<file path="config.mk">
export PLATFORM = sky130hd
export DESIGN_NAME = petscii_to_ansi_stream_core
export DESIGN_NICKNAME = d
export VERILOG_FILES = /design/src/rtl/p2a_pkg.sv /design/src/rtl/p2a_front.sv /design/src/rtl/p2a_queue.sv /design/src/rtl/p2a_back.sv /design/src/rtl/petscii_to_ansi_stream_core.sv
export VERILOG_INCLUDE_DIRS = /design/src /design/src/rtl
export SDC_FILE = /design/constraint.sdc
export NUM_CORES = 1
export LEC_CHECK = 0
export BUFFER_PORTS_ARGS = -buffer_cell sky130_fd_sc_hd__buf_2
export CAP_MARGIN = 40
export CORE_UTILIZATION = 65
export DETAILED_ROUTE_END_ITERATION = 8
export PLACE_DENSITY = 0.83
export SETUP_SLACK_MARGIN = 0.05
export SYNTH_ARGS = -nofsm -noshare
export SYNTH_HDL_FRONTEND = slang
export SYNTH_HIERARCHICAL = 1
export SYNTH_SLANG_ARGS = --single-unit
export TNS_END_PERCENT = 1
</file>
<file path="constraint.sdc">
create_clock -name clk_i -period 7.3 [get_ports clk_i]
set_input_delay 1.46 -clock clk_i [delete_from_list [all_inputs] [get_ports clk_i]]
set_output_delay 1.46 -clock clk_i [all_outputs]
set_load 0.02 [all_outputs]
</file>
<file path="src/rtl/petscii_to_ansi_stream_core_macros.svh">
// Assertion macros for the translator RTL.
// Included by p2a_back, which carries the checks; depends on nothing else.
`ifndef PETSCII_TO_ANSI_STREAM_CORE_MACROS_SVH
`define PETSCII_TO_ANSI_STREAM_CORE_MACROS_SVH

// Same-cycle implication, sampled on the rising clock edge, off while in reset.
`define P2A_ASSERT_IMP(label, clk, rst_n, ante, cons) \
  label: assert property (@(posedge clk) disable iff (!(rst_n)) (ante) |-> (cons)) \
    else $error("p2a check failed: same-cycle implication");

// Next-cycle implication, sampled on the rising clock edge, off while in reset.
`define P2A_ASSERT_NXT(label, clk, rst_n, ante, cons) \
  label: assert property (@(posedge clk) disable iff (!(rst_n)) (ante) |=> (cons)) \
    else $error("p2a check failed: next-cycle implication");

`endif

</file>
<file path="src/rtl/p2a_pkg.sv">
// Shared types, byte codes and lookup functions of the PETSCII to ANSI translator.
// Used by the front, queue and back modules; depends on nothing else.
package p2a_pkg;

  // Defaults for the top-level parameters and fixed sizes.
  localparam int CURSOR_BITS_DEFAULT = 8;
  localparam int QUEUE_DEPTH         = 4;
  localparam logic [7:0] COLUMNS_RESET = 8'd40;

  // PETSCII control codes with a fixed meaning.
  localparam logic [7:0] PC_BELL     = 8'h07;
  localparam logic [7:0] PC_CR       = 8'h0D;
  localparam logic [7:0] PC_DOWN     = 8'h11;
  localparam logic [7:0] PC_REV_ON   = 8'h12;
  localparam logic [7:0] PC_HOME     = 8'h13;
  localparam logic [7:0] PC_DELETE   = 8'h14;
  localparam logic [7:0] PC_RIGHT    = 8'h1D;
  localparam logic [7:0] PC_SHIFT_CR = 8'h8D;
  localparam logic [7:0] PC_UP       = 8'h91;
  localparam logic [7:0] PC_REV_OFF  = 8'h92;
  localparam logic [7:0] PC_CLEAR    = 8'h93;
  localparam logic [7:0] PC_LEFT     = 8'h9D;

  // Terminal bytes.
  localparam logic [7:0] T_BEL   = 8'h07;
  localparam logic [7:0] T_BS    = 8'h08;
  localparam logic [7:0] T_LF    = 8'h0A;
  localparam logic [7:0] T_CR    = 8'h0D;
  localparam logic [7:0] T_ESC   = 8'h1B;
  localparam logic [7:0] T_SPACE = 8'h20;
  localparam logic [7:0] T_BRACK = 8'h5B;
  localparam logic [7:0] T_ZERO  = 8'h30;
  localparam logic [7:0] T_ONE   = 8'h31;
  localparam logic [7:0] T_TWO   = 8'h32;
  localparam logic [7:0] T_THREE = 8'h33;
  localparam logic [7:0] T_SEVEN = 8'h37;
  localparam logic [7:0] T_UPA   = 8'h41;
  localparam logic [7:0] T_UPB   = 8'h42;
  localparam logic [7:0] T_UPC   = 8'h43;
  localparam logic [7:0] T_UPD   = 8'h44;
  localparam logic [7:0] T_UPH   = 8'h48;
  localparam logic [7:0] T_UPJ   = 8'h4A;
  localparam logic [7:0] T_LOWM  = 8'h6D;

  // Kind of direct output an item asks for, ahead of any attribute string.
  typedef enum logic [2:0] {
    K_NONE,
    K_PRINT,
    K_CRLF,
    K_HOME,
    K_CLEAR,
    K_CURSOR,
    K_DELETE,
    K_BELL
  } kind_e;

  // One classified item as passed from the front to the back.
  typedef struct packed {
    kind_e       kind;
    logic [7:0]  data;        // printable byte or cursor letter
    logic        colour_set;
    logic [3:0]  colour_idx;
    logic        reverse;
    logic [2:0]  dir_len;     // number of direct bytes
    logic [4:0]  total;       // number of bytes in all
  } job_t;

  typedef struct packed {
    logic       found;
    logic [3:0] idx;
  } colour_hit_t;

  // Map a control byte onto one of the sixteen colours.
  function automatic colour_hit_t colour_lookup(input logic [7:0] b);
    colour_hit_t r;
    r.found = 1'b1;
    unique case (b)
      8'h90:   r.idx = 4'd0;
      8'h05:   r.idx = 4'd1;
      8'h1C:   r.idx = 4'd2;
      8'h9F:   r.idx = 4'd3;
      8'h9C:   r.idx = 4'd4;
      8'h1E:   r.idx = 4'd5;
      8'h1F:   r.idx = 4'd6;
      8'h9E:   r.idx = 4'd7;
      8'h81:   r.idx = 4'd8;
      8'h95:   r.idx = 4'd9;
      8'h96:   r.idx = 4'd10;
      8'h97:   r.idx = 4'd11;
      8'h98:   r.idx = 4'd12;
      8'h99:   r.idx = 4'd13;
      8'h9A:   r.idx = 4'd14;
      8'h9B:   r.idx = 4'd15;
      default: begin
        r.found = 1'b0;
        r.idx   = 4'd0;
      end
    endcase
    return r;
  endfunction

  // Whether the colour is shown bold.
  function automatic logic colour_bold(input logic [3:0] idx);
    logic [15:0] tbl;
    tbl = 16'b1110_1101_1000_0010;
    return tbl[idx];
  endfunction

  // Foreground digit of the colour.
  function automatic logic [7:0] colour_digit(input logic [3:0] idx);
    logic [7:0] d;
    unique case (idx)
      4'd0, 4'd11:         d = 8'h30;
      4'd2, 4'd8, 4'd10:   d = 8'h31;
      4'd5, 4'd13:         d = 8'h32;
      4'd7, 4'd9:          d = 8'h33;
      4'd6, 4'd14:         d = 8'h34;
      4'd4:                d = 8'h35;
      4'd3:                d = 8'h36;
      default:             d = 8'h37;
    endcase
    return d;
  endfunction

  // Length of the attribute string for the given attributes.
  function automatic logic [4:0] attr_len(input logic set, input logic bold, input logic rev);
    logic [4:0] n;
    n = 5'd4;
    if (set) begin
      n = bold ? 5'd13 : 5'd9;
    end
    if (rev) begin
      n = n + 5'd4;
    end
    return n;
  endfunction

  // Byte at position i of the direct part of an item.
  function automatic logic [7:0] direct_byte(input kind_e kind, input logic [7:0] data,
                                             input logic [2:0] i);
    logic [7:0] r;
    r = T_ESC;
    unique case (kind)
      K_PRINT:  r = (i == 3'd0) ? data : ((i == 3'd1) ? T_CR : T_LF);
      K_CRLF:   r = (i == 3'd0) ? T_CR : T_LF;
      K_HOME:   r = (i == 3'd0) ? T_ESC : ((i == 3'd1) ? T_BRACK : T_UPH);
      K_CURSOR: r = (i == 3'd0) ? T_ESC : ((i == 3'd1) ? T_BRACK : data);
      K_DELETE: r = (i == 3'd1) ? T_SPACE : T_BS;
      K_BELL:   r = T_BEL;
      K_CLEAR: begin
        unique case (i)
          3'd0, 3'd4: r = T_ESC;
          3'd1, 3'd5: r = T_BRACK;
          3'd2:       r = T_TWO;
          3'd3:       r = T_UPJ;
          default:    r = T_UPH;
        endcase
      end
      default:  r = T_ESC;
    endcase
    return r;
  endfunction

  // Byte at position j of the attribute string: reset, bold, colour, reverse.
  function automatic logic [7:0] attr_byte(input logic set, input logic bold,
                                           input logic [7:0] digit, input logic rev,
                                           input logic [4:0] j);
    logic [4:0] k;
    logic [7:0] r;
    logic       done;
    r    = T_ESC;
    done = 1'b0;
    k    = j;
    // Reset sequence first.
    if (k < 5'd4) begin
      r    = (k[1:0] == 2'd0) ? T_ESC : ((k[1:0] == 2'd1) ? T_BRACK :
             ((k[1:0] == 2'd2) ? T_ZERO : T_LOWM));
      done = 1'b1;
    end else begin
      k = k - 5'd4;
    end
    // Bold sequence, for the bright colours.
    if (!done && set && bold) begin
      if (k < 5'd4) begin
        r    = (k[1:0] == 2'd0) ? T_ESC : ((k[1:0] == 2'd1) ? T_BRACK :
               ((k[1:0] == 2'd2) ? T_ONE : T_LOWM));
        done = 1'b1;
      end else begin
        k = k - 5'd4;
      end
    end
    // Foreground colour sequence.
    if (!done && set) begin
      if (k < 5'd5) begin
        unique case (k[2:0])
          3'd0:    r = T_ESC;
          3'd1:    r = T_BRACK;
          3'd2:    r = T_THREE;
          3'd3:    r = digit;
          default: r = T_LOWM;
        endcase
        done = 1'b1;
      end else begin
        k = k - 5'd5;
      end
    end
    // Reverse video sequence.
    if (!done && rev) begin
      r = (k[1:0] == 2'd0) ? T_ESC : ((k[1:0] == 2'd1) ? T_BRACK :
          ((k[1:0] == 2'd2) ? T_SEVEN : T_LOWM));
    end
    return r;
  endfunction

endpackage

</file>
<file path="src/rtl/p2a_front.sv">
// Front of the translator: holds the width register and the terminal state,
// classifies each accepted item and hands a job to the queue. Uses p2a_pkg.
module p2a_front
  import p2a_pkg::*;
#(
  parameter int CURSOR_BITS = CURSOR_BITS_DEFAULT
) (
  input  logic       clk_i,
  input  logic       rst_ni,
  input  logic       cfg_we_i,
  input  logic [7:0] cfg_wdata_i,
  input  logic       accept_i,
  input  logic [7:0] in_byte_i,
  output logic       job_valid_o,
  output job_t       job_o
);

  localparam int CMP_W = (CURSOR_BITS > 8) ? CURSOR_BITS : 8;
  localparam logic [CURSOR_BITS-1:0] CUR_MAX = {CURSOR_BITS{1'b1}};
  localparam logic [CURSOR_BITS-1:0] CUR_ZERO = {CURSOR_BITS{1'b0}};
  localparam logic [CURSOR_BITS-1:0] CUR_ONE = CURSOR_BITS'(1);

  logic [7:0]             columns_q;
  logic [CURSOR_BITS-1:0] col_q, col_d, line_q, line_d;
  logic                   rev_q, rev_d, set_q, set_d;
  logic [3:0]             idx_q, idx_d;

  logic                   is_ctrl;
  logic [CURSOR_BITS-1:0] col_inc, line_inc;
  logic                   wrap;
  logic                   attr;
  kind_e                  kind;
  logic [7:0]             data;
  logic [2:0]             dir_len;
  logic [4:0]             a_len;
  colour_hit_t            hit;

  // Width register.
  always_ff @(posedge clk_i or negedge rst_ni) begin
    if (!rst_ni) begin
      columns_q <= COLUMNS_RESET;
    end else if (cfg_we_i) begin
      columns_q <= cfg_wdata_i;
    end
  end

  // Saturating increments and the wrap test of printable output.
  assign col_inc  = (col_q == CUR_MAX) ? CUR_MAX : col_q + CUR_ONE;
  assign line_inc = (line_q == CUR_MAX) ? CUR_MAX : line_q + CUR_ONE;
  assign wrap     = CMP_W'(col_inc) >= CMP_W'(columns_q);
  assign is_ctrl  = (in_byte_i[6:5] == 2'b00);
  assign hit      = colour_lookup(in_byte_i);

  // Classification and next terminal state.
  always_comb begin
    col_d   = col_q;
    line_d  = line_q;
    rev_d   = rev_q;
    set_d   = set_q;
    idx_d   = idx_q;
    kind    = K_NONE;
    data    = in_byte_i;
    dir_len = 3'd0;
    if (!is_ctrl) begin
      kind    = K_PRINT;
      dir_len = wrap ? 3'd3 : 3'd1;
      col_d   = wrap ? CUR_ZERO : col_inc;
      line_d  = wrap ? line_inc : line_q;
    end else begin
      unique case (in_byte_i)
        PC_CR: begin
          kind    = K_CRLF;
          dir_len = 3'd2;
          rev_d   = 1'b0;
          col_d   = CUR_ZERO;
          line_d  = line_inc;
        end
        PC_SHIFT_CR: begin
          kind    = K_CRLF;
          dir_len = 3'd2;
          col_d   = CUR_ZERO;
          line_d  = line_inc;
        end
        PC_REV_ON:  rev_d = 1'b1;
        PC_REV_OFF: rev_d = 1'b0;
        PC_HOME: begin
          kind    = K_HOME;
          dir_len = 3'd3;
          col_d   = CUR_ZERO;
          line_d  = CUR_ZERO;
        end
        PC_CLEAR: begin
          kind    = K_CLEAR;
          dir_len = 3'd7;
          col_d   = CUR_ZERO;
          line_d  = CUR_ZERO;
        end
        PC_DOWN: begin
          kind    = K_CURSOR;
          data    = T_UPB;
          dir_len = 3'd3;
          line_d  = line_inc;
        end
        PC_UP: begin
          kind    = K_CURSOR;
          data    = T_UPA;
          dir_len = 3'd3;
          line_d  = (line_q == CUR_ZERO) ? CUR_ZERO : line_q - CUR_ONE;
        end
        PC_RIGHT: begin
          kind    = K_CURSOR;
          data    = T_UPC;
          dir_len = 3'd3;
          col_d   = col_inc;
        end
        PC_LEFT: begin
          kind    = K_CURSOR;
          data    = T_UPD;
          dir_len = 3'd3;
          col_d   = (col_q == CUR_ZERO) ? CUR_ZERO : col_q - CUR_ONE;
        end
        PC_DELETE: begin
          kind    = K_DELETE;
          dir_len = 3'd3;
        end
        PC_BELL: begin
          kind    = K_BELL;
          dir_len = 3'd1;
        end
        default: begin
          if (hit.found) begin
            set_d = 1'b1;
            idx_d = hit.idx;
          end
        end
      endcase
    end
  end

  // The attribute string is rebuilt only when something visible changed.
  assign attr  = is_ctrl && ((set_d != set_q) || (rev_d != rev_q) ||
                 (set_d && (idx_d != idx_q)));
  assign a_len = attr_len(set_d, colour_bold(idx_d), rev_d);

  // Job handed to the queue; items with nothing to say take no slot.
  always_comb begin
    job_o.kind       = kind;
    job_o.data       = data;
    job_o.colour_set = set_d;
    job_o.colour_idx = idx_d;
    job_o.reverse    = rev_d;
    job_o.dir_len    = dir_len;
    job_o.total      = {2'b00, dir_len} + (attr ? a_len : 5'd0);
  end
  assign job_valid_o = accept_i && ((kind != K_NONE) || attr);

  // Terminal state, updated when the item is accepted.
  always_ff @(posedge clk_i or negedge rst_ni) begin
    if (!rst_ni) begin
      col_q  <= CUR_ZERO;
      line_q <= CUR_ZERO;
      rev_q  <= 1'b0;
      set_q  <= 1'b0;
      idx_q  <= 4'd0;
    end else if (accept_i) begin
      col_q  <= col_d;
      line_q <= line_d;
      rev_q  <= rev_d;
      set_q  <= set_d;
      idx_q  <= idx_d;
    end
  end

endmodule

</file>
<file path="src/rtl/p2a_queue.sv">
// Short job queue between the front and the back of the translator.
// Register based, first in first out. Uses p2a_pkg.
module p2a_queue
  import p2a_pkg::*;
(
  input  logic clk_i,
  input  logic rst_ni,
  input  logic push_i,
  input  job_t push_job_i,
  input  logic pop_i,
  output logic full_o,
  output logic valid_o,
  output job_t head_o
);

  localparam int PTR_W = $clog2(QUEUE_DEPTH);
  localparam int CNT_W = $clog2(QUEUE_DEPTH + 1);
  localparam logic [CNT_W-1:0] CNT_FULL = CNT_W'(QUEUE_DEPTH);

  job_t             slot_q [QUEUE_DEPTH];
  logic [PTR_W-1:0] wr_ptr_q, rd_ptr_q;
  logic [CNT_W-1:0] count_q;
  logic             do_push, do_pop;

  assign full_o  = (count_q == CNT_FULL);
  assign valid_o = (count_q != '0);
  assign head_o  = slot_q[rd_ptr_q];
  assign do_push = push_i && !full_o;
  assign do_pop  = pop_i && valid_o;

  // Storage of queued jobs.
  always_ff @(posedge clk_i) begin
    if (do_push) begin
      slot_q[wr_ptr_q] <= push_job_i;
    end
  end

  // Pointers and fill count.
  always_ff @(posedge clk_i or negedge rst_ni) begin
    if (!rst_ni) begin
      wr_ptr_q <= '0;
      rd_ptr_q <= '0;
      count_q  <= '0;
    end else begin
      if (do_push) begin
        wr_ptr_q <= wr_ptr_q + PTR_W'(1);
      end
      if (do_pop) begin
        rd_ptr_q <= rd_ptr_q + PTR_W'(1);
      end
      unique case ({do_push, do_pop})
        2'b10:   count_q <= count_q + CNT_W'(1);
        2'b01:   count_q <= count_q - CNT_W'(1);
        default: count_q <= count_q;
      endcase
    end
  end

endmodule

</file>
<file path="src/rtl/p2a_back.sv">
// Back of the translator: expands the queue's head job into terminal bytes
// through an output register, one per cycle unless stalled. Uses p2a_pkg.
`include "petscii_to_ansi_stream_core_macros.svh"
module p2a_back
  import p2a_pkg::*;
(
  input  logic       clk_i,
  input  logic       rst_ni,
  input  logic       job_valid_i,
  input  job_t       job_i,
  output logic       job_pop_o,
  input  logic       pop_i,
  output logic       empty_o,
  output logic [7:0] out_byte_o,
  output logic       last_o
);

  logic [4:0] pos_q;
  logic       out_valid_q;
  logic [7:0] out_byte_q;
  logic       out_last_q;
  logic       advance;
  logic       in_direct;
  logic       is_last;
  logic [7:0] next_byte;
  logic [4:0] attr_pos;

  // Room in the output register, either free or being taken now.
  assign advance = job_valid_i && (!out_valid_q || pop_i);

  // Byte at the current position of the head job.
  assign in_direct = pos_q < {2'b00, job_i.dir_len};
  assign attr_pos  = pos_q - {2'b00, job_i.dir_len};
  assign is_last   = (pos_q == job_i.total - 5'd1);
  assign next_byte = in_direct ? direct_byte(job_i.kind, job_i.data, pos_q[2:0])
                   : attr_byte(job_i.colour_set, colour_bold(job_i.colour_idx),
                               colour_digit(job_i.colour_idx), job_i.reverse, attr_pos);
  assign job_pop_o = advance && is_last;

  // Position within the head job.
  always_ff @(posedge clk_i or negedge rst_ni) begin
    if (!rst_ni) begin
      pos_q <= 5'd0;
    end else if (advance) begin
      pos_q <= is_last ? 5'd0 : pos_q + 5'd1;
    end
  end

  // Output register valid flag.
  always_ff @(posedge clk_i or negedge rst_ni) begin
    if (!rst_ni) begin
      out_valid_q <= 1'b0;
    end else if (advance) begin
      out_valid_q <= 1'b1;
    end else if (pop_i) begin
      out_valid_q <= 1'b0;
    end
  end

  // Output register payload.
  always_ff @(posedge clk_i) begin
    if (advance) begin
      out_byte_q <= next_byte;
      out_last_q <= is_last;
    end
  end

  assign empty_o    = !out_valid_q;
  assign out_byte_o = out_byte_q;
  assign last_o     = out_last_q;

  // The position never runs past the end of the head job.
  `P2A_ASSERT_IMP(a_pos_in_job, clk_i, rst_ni, job_valid_i, pos_q < job_i.total)
  // With no job waiting the position rests at the start.
  `P2A_ASSERT_IMP(a_pos_idle, clk_i, rst_ni, !job_valid_i, pos_q == 5'd0)
  // Finishing a job restarts the position and marks the byte as the last one.
  `P2A_ASSERT_NXT(a_job_end, clk_i, rst_ni, job_pop_o, (pos_q == 5'd0) && last_o && !empty_o)

endmodule

</file>
<file path="src/rtl/petscii_to_ansi_stream_core.sv">
// Top level of the PETSCII to ANSI stream translator.
// Instantiates p2a_front, p2a_queue and p2a_back; uses p2a_pkg.
//
// Each item is one PETSCII byte and yields zero to seventeen terminal bytes,
// the final one flagged by last_o. While full is low, the front classifies one
// item per cycle and updates the cursor, colour and reverse state at once;
// items that produce bytes enter a four-entry job queue, and the back emits one
// byte per cycle while pop keeps taking them. Items that yield a single byte
// therefore stream at one per cycle when neither side stalls; full rises once
// the queue holds four unfinished jobs. Items that yield no bytes take no queue
// slot. The columns register (reset 40) is written through cfg_we_i and
// cfg_wdata_i.
module petscii_to_ansi_stream_core
  import p2a_pkg::*;
#(
  parameter int CURSOR_BITS = CURSOR_BITS_DEFAULT
) (
  input  logic       clk_i,
  input  logic       rst_ni,
  input  logic       cfg_we_i,
  input  logic [7:0] cfg_wdata_i,
  input  logic       push,
  output logic       full,
  input  logic [7:0] in_byte_i,
  output logic       empty,
  input  logic       pop,
  output logic [7:0] out_byte_o,
  output logic       last_o
);

  logic accept;
  logic job_valid, head_valid, head_pop;
  job_t job, head;

  assign accept = push && !full;

  // Classification and terminal state.
  p2a_front #(
    .CURSOR_BITS(CURSOR_BITS)
  ) u_front (
    .clk_i      (clk_i),
    .rst_ni     (rst_ni),
    .cfg_we_i   (cfg_we_i),
    .cfg_wdata_i(cfg_wdata_i),
    .accept_i   (accept),
    .in_byte_i  (in_byte_i),
    .job_valid_o(job_valid),
    .job_o      (job)
  );

  // Job queue.
  p2a_queue u_queue (
    .clk_i     (clk_i),
    .rst_ni    (rst_ni),
    .push_i    (job_valid),
    .push_job_i(job),
    .pop_i     (head_pop),
    .full_o    (full),
    .valid_o   (head_valid),
    .head_o    (head)
  );

  // Byte expansion.
  p2a_back u_back (
    .clk_i      (clk_i),
    .rst_ni     (rst_ni),
    .job_valid_i(head_valid),
    .job_i      (head),
    .job_pop_o  (head_pop),
    .pop_i      (pop),
    .empty_o    (empty),
    .out_byte_o (out_byte_o),
    .last_o     (last_o)
  );

endmodule

</file>
-- Yosys cells after proc, flatten, opt, wreduce, memory -nomap -nowiden
Memories as Yosys holds them, arrays and structs flattened.
Index checks and enable logic that the tools add are counted.
- register bits after elaboration: 44
- memory bits (writable): 100
- memory bits (read-only): 80
- input port bits: 21
- output and inout port bits: 11
- word-level logic and storage cells: 208
- memories kept: 4
- add/sub/neg operators: 14
- order comparisons: 7
- equal/unequal tests: 58
- muxes and demuxes: 71
- reductions and logical operators: 42
- memories (name ; words ; bits a word ; read ports ; clocked after memory_dff ; wr ports ; line ; RTL):
    u_queue.slot_q ; 4 ; 25 ; 1 ; 0 ; 1 ; p2a_queue.sv:20 ; job_t slot_q [QUEUE_DEPTH];
    (no name shown) ; 16 ; 3 ; 1 ; 0 ; 0 ; p2a_pkg.sv:112 ; unique case (idx)
    (no name shown) ; 16 ; 1 ; 1 ; 0 ; 0 ; p2a_pkg.sv:106 ; return tbl[idx];
    (no name shown) ; 16 ; 1 ; 1 ; 0 ; 0 ; p2a_pkg.sv:106 ;
- operator list (cell ; number):
    2-to-1 mux 8 bit ; 22
    == test 8 bit (second input constant) ; 18
    == test 8 x 5 -> 1 bit (second input constant) ; 8
    case mux 8 bit (4 select lines) ; 2
    case mux 4 bit (15 select lines) ; 1
    case mux 8 bit (7 select lines) ; 1
    2-to-1 mux 5 bit ; 8
    case mux 7 bit (4 select lines) ; 1
    case mux 8 bit (3 select lines) ; 1
    == test 3 bit (second input constant) ; 7
    2-to-1 mux 7 bit ; 3
    == test 3 x 2 -> 1 bit (second input constant) ; 6
    case mux 3 bit (6 select lines) ; 1
    == test 8 x 3 -> 1 bit (second input constant) ; 2
    2-to-1 mux 1 bit ; 16
    OR reduction 16 bit ; 1
    < comparator 5 x 3 -> 1 bit (second input constant) ; 3
    2-to-1 mux 3 bit ; 5
    logical AND 1 bit ; 12
    2-to-1 mux 4 bit ; 3
    case mux 3 bit (4 select lines) ; 1
    OR reduction 12 bit ; 1
    < comparator 4 x 5 -> 1 bit (second input constant) ; 2
    subtractor 5 x 3 -> 5 bit (second input constant) ; 2
    other kinds (36) ; 65

-- Logic depth before layout (Yosys ltp)
An unclocked memory read counts as a cell.
- depth in word-level cells: 17
- depth in mapped cells: 18
- gate-level depth less buffers: 17

-- By module
The synthesis kept the hierarchy.
- modules (own cells, without submodules) (module ; times used ; cells each ; area an instance (µm²) ; seq. area each (µm²)):
    p2a_queue ; 1 ; 168 ; 4081.4 ; 3178.0
    p2a_front ; 1 ; 311 ; 2337.2 ; 553.0
    p2a_back ; 1 ; 249 ; 1993.2 ; 420.4
    petscii_to_ansi_stream_core ; 1 ; 1 ; 13.8 ; 0.0

-- Worst setup path before layout
No wires, ideal clock.
- kind: input port to flip-flop
- start point: in in_byte_i[1]
- end point: reg u_queue.count_q[2]
- library setup time: 0.079 ns
- data arrival time: 4.458 ns
- required time: 7.221 ns
- setup slack: 2.763 ns
- cell stages on the path: 17
- path buffers: 1
- cell sequence: buf_6 nor4b_1 a31oi_1 o31a_4 and2_4 o41ai_4 nand3_2 nor4b_2 nor2_1 nor2b_2 inv_1 ha_1 inv_1 fa_1 xor2_1 nor2_1 xor2_1
- word-level cells in the longest chain between the ends: 15
- elaborated cells on any way between the ends: 60
- classes of those cells: eq/ne: 33; mux: 13; reduce/logical: 14
- RTL lines (element ; line ; RTL):
    start: declaration ; petscii_to_ansi_stream_core.sv:24 ; input logic [7:0] in_byte_i,
    == test 8 bit, or another cell as far along ; p2a_pkg.sv:77 ; unique case (b)
    OR reduction 16 bit (no line) ; - ;
    2-to-1 mux 1 bit ; p2a_pkg.sv:77 ;
    2-to-1 mux 4 bit or 2-to-1 mux 1 bit (tied branches) ; p2a_front.sv:131 ; if (hit.found) begin
    2-to-1 mux 4 bit or 2-to-1 mux 1 bit (tied branches) ; p2a_front.sv:70 ; unique case (in_byte_i)
    2-to-1 mux 4 bit or 2-to-1 mux 1 bit (tied branches) ; p2a_front.sv:64 ; if (!is_ctrl) begin
    != test 4 bit or != test 1 bit (tied branches) ; p2a_front.sv:142, p2a_front.sv:141 ;
    logical AND 1 bit or logical OR 1 bit (tied branches) ; p2a_front.sv:142, p2a_front.sv:141 ;
    logical OR 1 bit ; p2a_front.sv:141 ; assign attr = is_ctrl && ((set_d != set_q) || (rev_d != rev_q) ||
    logical AND 1 bit ; p2a_front.sv:141 ;
    logical OR 1 bit * ; p2a_front.sv:155 ; assign job_valid_o = accept_i && ((kind != K_NONE) || attr);
    logical AND 1 bit * ; p2a_front.sv:155 ;
    named net job_valid ; petscii_to_ansi_stream_core.sv:32 ; logic job_valid, head_valid, head_pop;
    logical AND 1 bit * ; p2a_queue.sv:28 ; assign do_push = push_i && !full_o;
    == test 2 x 1 -> 1 bit or == test 2 bit (tied branches) ; p2a_queue.sv:51 ; unique case ({do_push, do_pop})
    case mux 3 bit (2 select lines) or nonzero test 2 bit (tied branches) ; - ;
    end signal: assignment ; p2a_queue.sv:52 ; 2'b10: count_q <= count_q + CNT_W'(1);
    end signal: assignment ; p2a_queue.sv:53 ; 2'b01: count_q <= count_q - CNT_W'(1);
    end signal: assignment ; p2a_queue.sv:54 ; default: count_q <= count_q;
    end: declaration ; p2a_queue.sv:22 ; logic [CNT_W-1:0] count_q;
The timed path passes the listed nets; every way through them passes the cells marked *.
A chain may end at the register's enable or synchronous reset.

==> results.py <==
metrics = {
    "timing": {
        "finalClockSkew_ns": 0.00511,
        "tightest_slew_ns": 0.947,
        "relSlewSlack": 0.363,
        "fin_crit_ns": 4.95,
        "post-route-period-util": 0.678,
        "tns_ns": 0,
        "slew_viol_final": 0,
        "fin_ws_ns": 2.35,
        "final-setup-viol-count": 0,
        "hold_viol": 0,
        "rsz0062_at_grt": "false",
        "fmax_mhz": 202,
    },
    "power": {
        "power_density_nw_per_um2": 462,
        "p_total_mw": 4.25,
        "p_sw_frac": 0.424,
        "power.clock.fraction": 0.201,
        "p_comb_frac": 0.509,
        "peakVddDrop_uv": 244,
        "p_seq_frac": 0.291,
        "p_int_mw": 2.45,
        "p_sw_mw": 1.80,
        "p_leak_nw": 3.55,
    },
    "yosys": {
        "synth_top_area_share": 0.388,
        "ys_seq_elements": 144,
        "avgSynthCellArea_um2": 11.6,
        "yosys.area_share.simple": 0.157,
        "synth_nets": 793,
        "synth.mux.area_fraction": 0.0793,
        "yosysTopAreaCell": "edfxtp_1",
        "async_flop_share": 0.243,
        "yosysWarningCount": 6,
        "synth_edf_count": 109,
        "synth_fa_ha_area_frac": 0.0656,
        "syn_inst": 729,
        "synth_cell_types": 97,
        "ys.flop_type": "edfxtp_1",
        "syn_area_um2": 8430,
        "ys_seq_area_frac": 0.493,
        "yosys.area_share.xor_xnor": 0.0258,
        "yosys-top-cells-area": "edfxtp_1, dfrtp_1, ha_1",
        "synth_top_family_by_area": "simple AND/OR/NAND/NOR gates",
        "synth_compound_area_frac": 0.134,
    },
    "floorplanning": {
        "core_um2": 12600,
        "start_util": 0.668,
        "die-area_um2": 13400,
        "ios": 32,
        "num_rows": 41,
        "fp.dieH_um": 116,
        "fp.dieW_um": 116,
    },
    "setup_path": {
        "worst_ep_arrival_time_ns": 5.29,
        "cp_max_fo": 22,
        "critPathSlowestCell": "nor4_1",
        "critPathMaxStageDelay_ns": 0.75,
        "cp-end-kind": "flip-flop",
        "worstPathCellList": "buf_4 -> mux4_2 -> inv_1 -> ha_1 -> nand2b_1 -> a21oi_1 -> a311oi_1 -> a41oi_1 -> nor4_1 -> and2_1 -> o31a_1 -> ha_1 -> inv_1 -> fa_1 -> xor2_1 -> nor2_1 -> xor2_1",
        "path_class": "reg2reg",
        "critPathRequiredTime_ns": 7.64,
        "critPathLaunchType": "flip-flop",
    },
    "detailed_routing": {
        "drt-vias-per-instance": 6.58,
        "vias": 6146,
        "firstDrtPassIters": 6,
        "drt_iter0_markers": 533,
        "wl_per_cell_um": 21.1,
        "routed_wl_um": 19700,
        "remaining_drc_errors": 0,
        "ant_nets": 0,
    },
    "clocking": {
        "post_cts_buffers": 0,
        "clock-sinks": 144,
        "cts_tree": "done",
        "insertion_delay_ns": 0.42,
        "cts_buffers": 17,
        "clockRootBuffer": "clkbuf_16",
        "postCtsHoldBufs": 0,
        "clock_path_buffers": 2,
        "htreeDepth": 4,
        "cts_resized": 0,
        "path_clk_slew_ns": 0.06,
    },
    "worst_hold_path": {
        "hold_class": "reg2reg",
    },
    "placed_design": {
        "pre_cts_slack_ns": 2.26,
        "dp_hpwl_um": 13200,
        "gp_congestion": 0.922,
        "portBuffers": 31,
    },
    "global_route": {
        "grt_use_total": 0.309,
        "grt_max_degree": 36,
        "grt_pass1_vias": 5716,
        "grt_pass1_wl_um": 30400,
        "grt_overflow_total": 0,
        "antenna_found_initial": 0,
    },
    "final_layout": {
        "multi_input_area_um2": 3890,
        "final_common_cell": "edfxtp_1",
        "regArea_um2": 4150,
        "final_cell_mix": "edfxtp_1, nand2_1, nor2_1",
        "n_antenna_cell": 0,
        "nNetsFinal": 813,
        "final_layout_size_suffix_gt1_frac": 0.163,
        "finish.utilization": 0.729,
        "fillCellCount": 834,
        "areaGrowthSynthToFinish_pct": 9.13,
    },
    "job": {
        "maxCapViolations": 0,
    },
    "outcome": {
        "status": "finished, final reports clean",
    },
}
## critical path, delay by kind of cell (launching register included)
| family | cells | cell delay (ns) |
|---|---|---|
| compound gates | 4 | 0.67 |
| xor+xnor | 2 | 0.34 |
| simple gates | 4 | 1.28 |
| fa+ha+maj | 3 | 0.78 |
| buf+inv | 3 | 0.62 |
| mux | 1 | 0.61 |
| flops | 1 | 0.55 |
## sequential cells by signal, indices dropped and copies added, names as in the netlist
signal and cells:
u_queue/slot_q 100, u_back/pos_q 5, u_queue/wr_ptr_q 2, u_front/rev_q 1, u_front/set_q 1, u_queue/rd_ptr_q 2
u_front/idx_q 4, u_back/last_o 1, u_back/out_valid_q 1, u_front/col_q 8, u_queue/count_q 3, u_back/out_byte_o 8
u_front/columns_q 8
## cell type report
| type | instances | share of cell area |
|---|---|---|
| clock buffer | 20 | 0.0475 |
| multi-input combinational | 505 | 0.423 |
| inverter | 44 | 0.0180 |
| clock inverter | 12 | 0.0147 |
| timing repair buffer | 37 | 0.0218 |
| tap | 172 | 0.0234 |
| sequential | 144 | 0.451 |
## cell families after synthesis
kind of cell	Yosys count
DFF	144
buffers and inverters	80
muxes	32
and+or+nand+nor	245
AOI/OAI and AO/OA	161
xor gates and xnor gates	24
adders and majority gates	43
## power groups by stage
stage                     clock, mW  sequential [mW]  combinational, mW
after floorplan                   0             1.22               1.65
after global placement            0             1.23               2.05
after detailed placement          0             1.24               2.09
after CTS                     0.860             1.23               2.13
after global routing          0.884             1.25               2.34
final                         0.853             1.24               2.16
## path summary, 6_finish.rpt
path	from	endpoint	slack [ns]	depth (start not counted)
setup / recovery	u_queue/rd_ptr_q[0]	u_queue/count_q[2]	2.35	17
hold / removal	u_front/idx_q[2]	u_front/idx_q[2]	0.54	2
setup reg to reg	u_queue/rd_ptr_q[0]	u_queue/count_q[2]	2.35	17
hold reg to reg	u_front/idx_q[2]	u_front/idx_q[2]	0.54	2
max in group asynchronous	rst_ni	u_front/col_q[5]	5.64	1
min in group asynchronous	rst_ni	u_back/pos_q[2]	1.13	1
## synth_stat cells, types with 9 or more instances
cell and n:
ha_1 41, edfxtp_1 109, mux4_2 18, nand2_1 60, nand3_1 22, a21oi_1 42
inv_1 44, nor3_1 19, o21ai_0 39, nand2b_1 10, dfrtp_1 33, xnor2_1 14
a31oi_1 9, xor2_1 9, and2_1 11, nor2_1 48, clkbuf_1 17
## metrics by stage
step / hold slack [ns] / area, µm² / cells
global route: 0.555 / 9200 / 934
CTS: 0.535 / 9200 / 934
detailed placement: 0.520 / 8620 / 902
floorplan: 0.469 / 8430 / 729
global placement: 0.491 / 8620 / 902
finish: 0.539 / 9200 / 934
## per-layer routing
layer	track usage	wire length (µm)	up-vias
li1	-	-	2775
met1	0.382	7680	3004
met2	0.540	10300	310
met3	0.0565	1210	57
met4	0.122	565	0
met5	0	0	-
(Power assumes the default switching activity.)
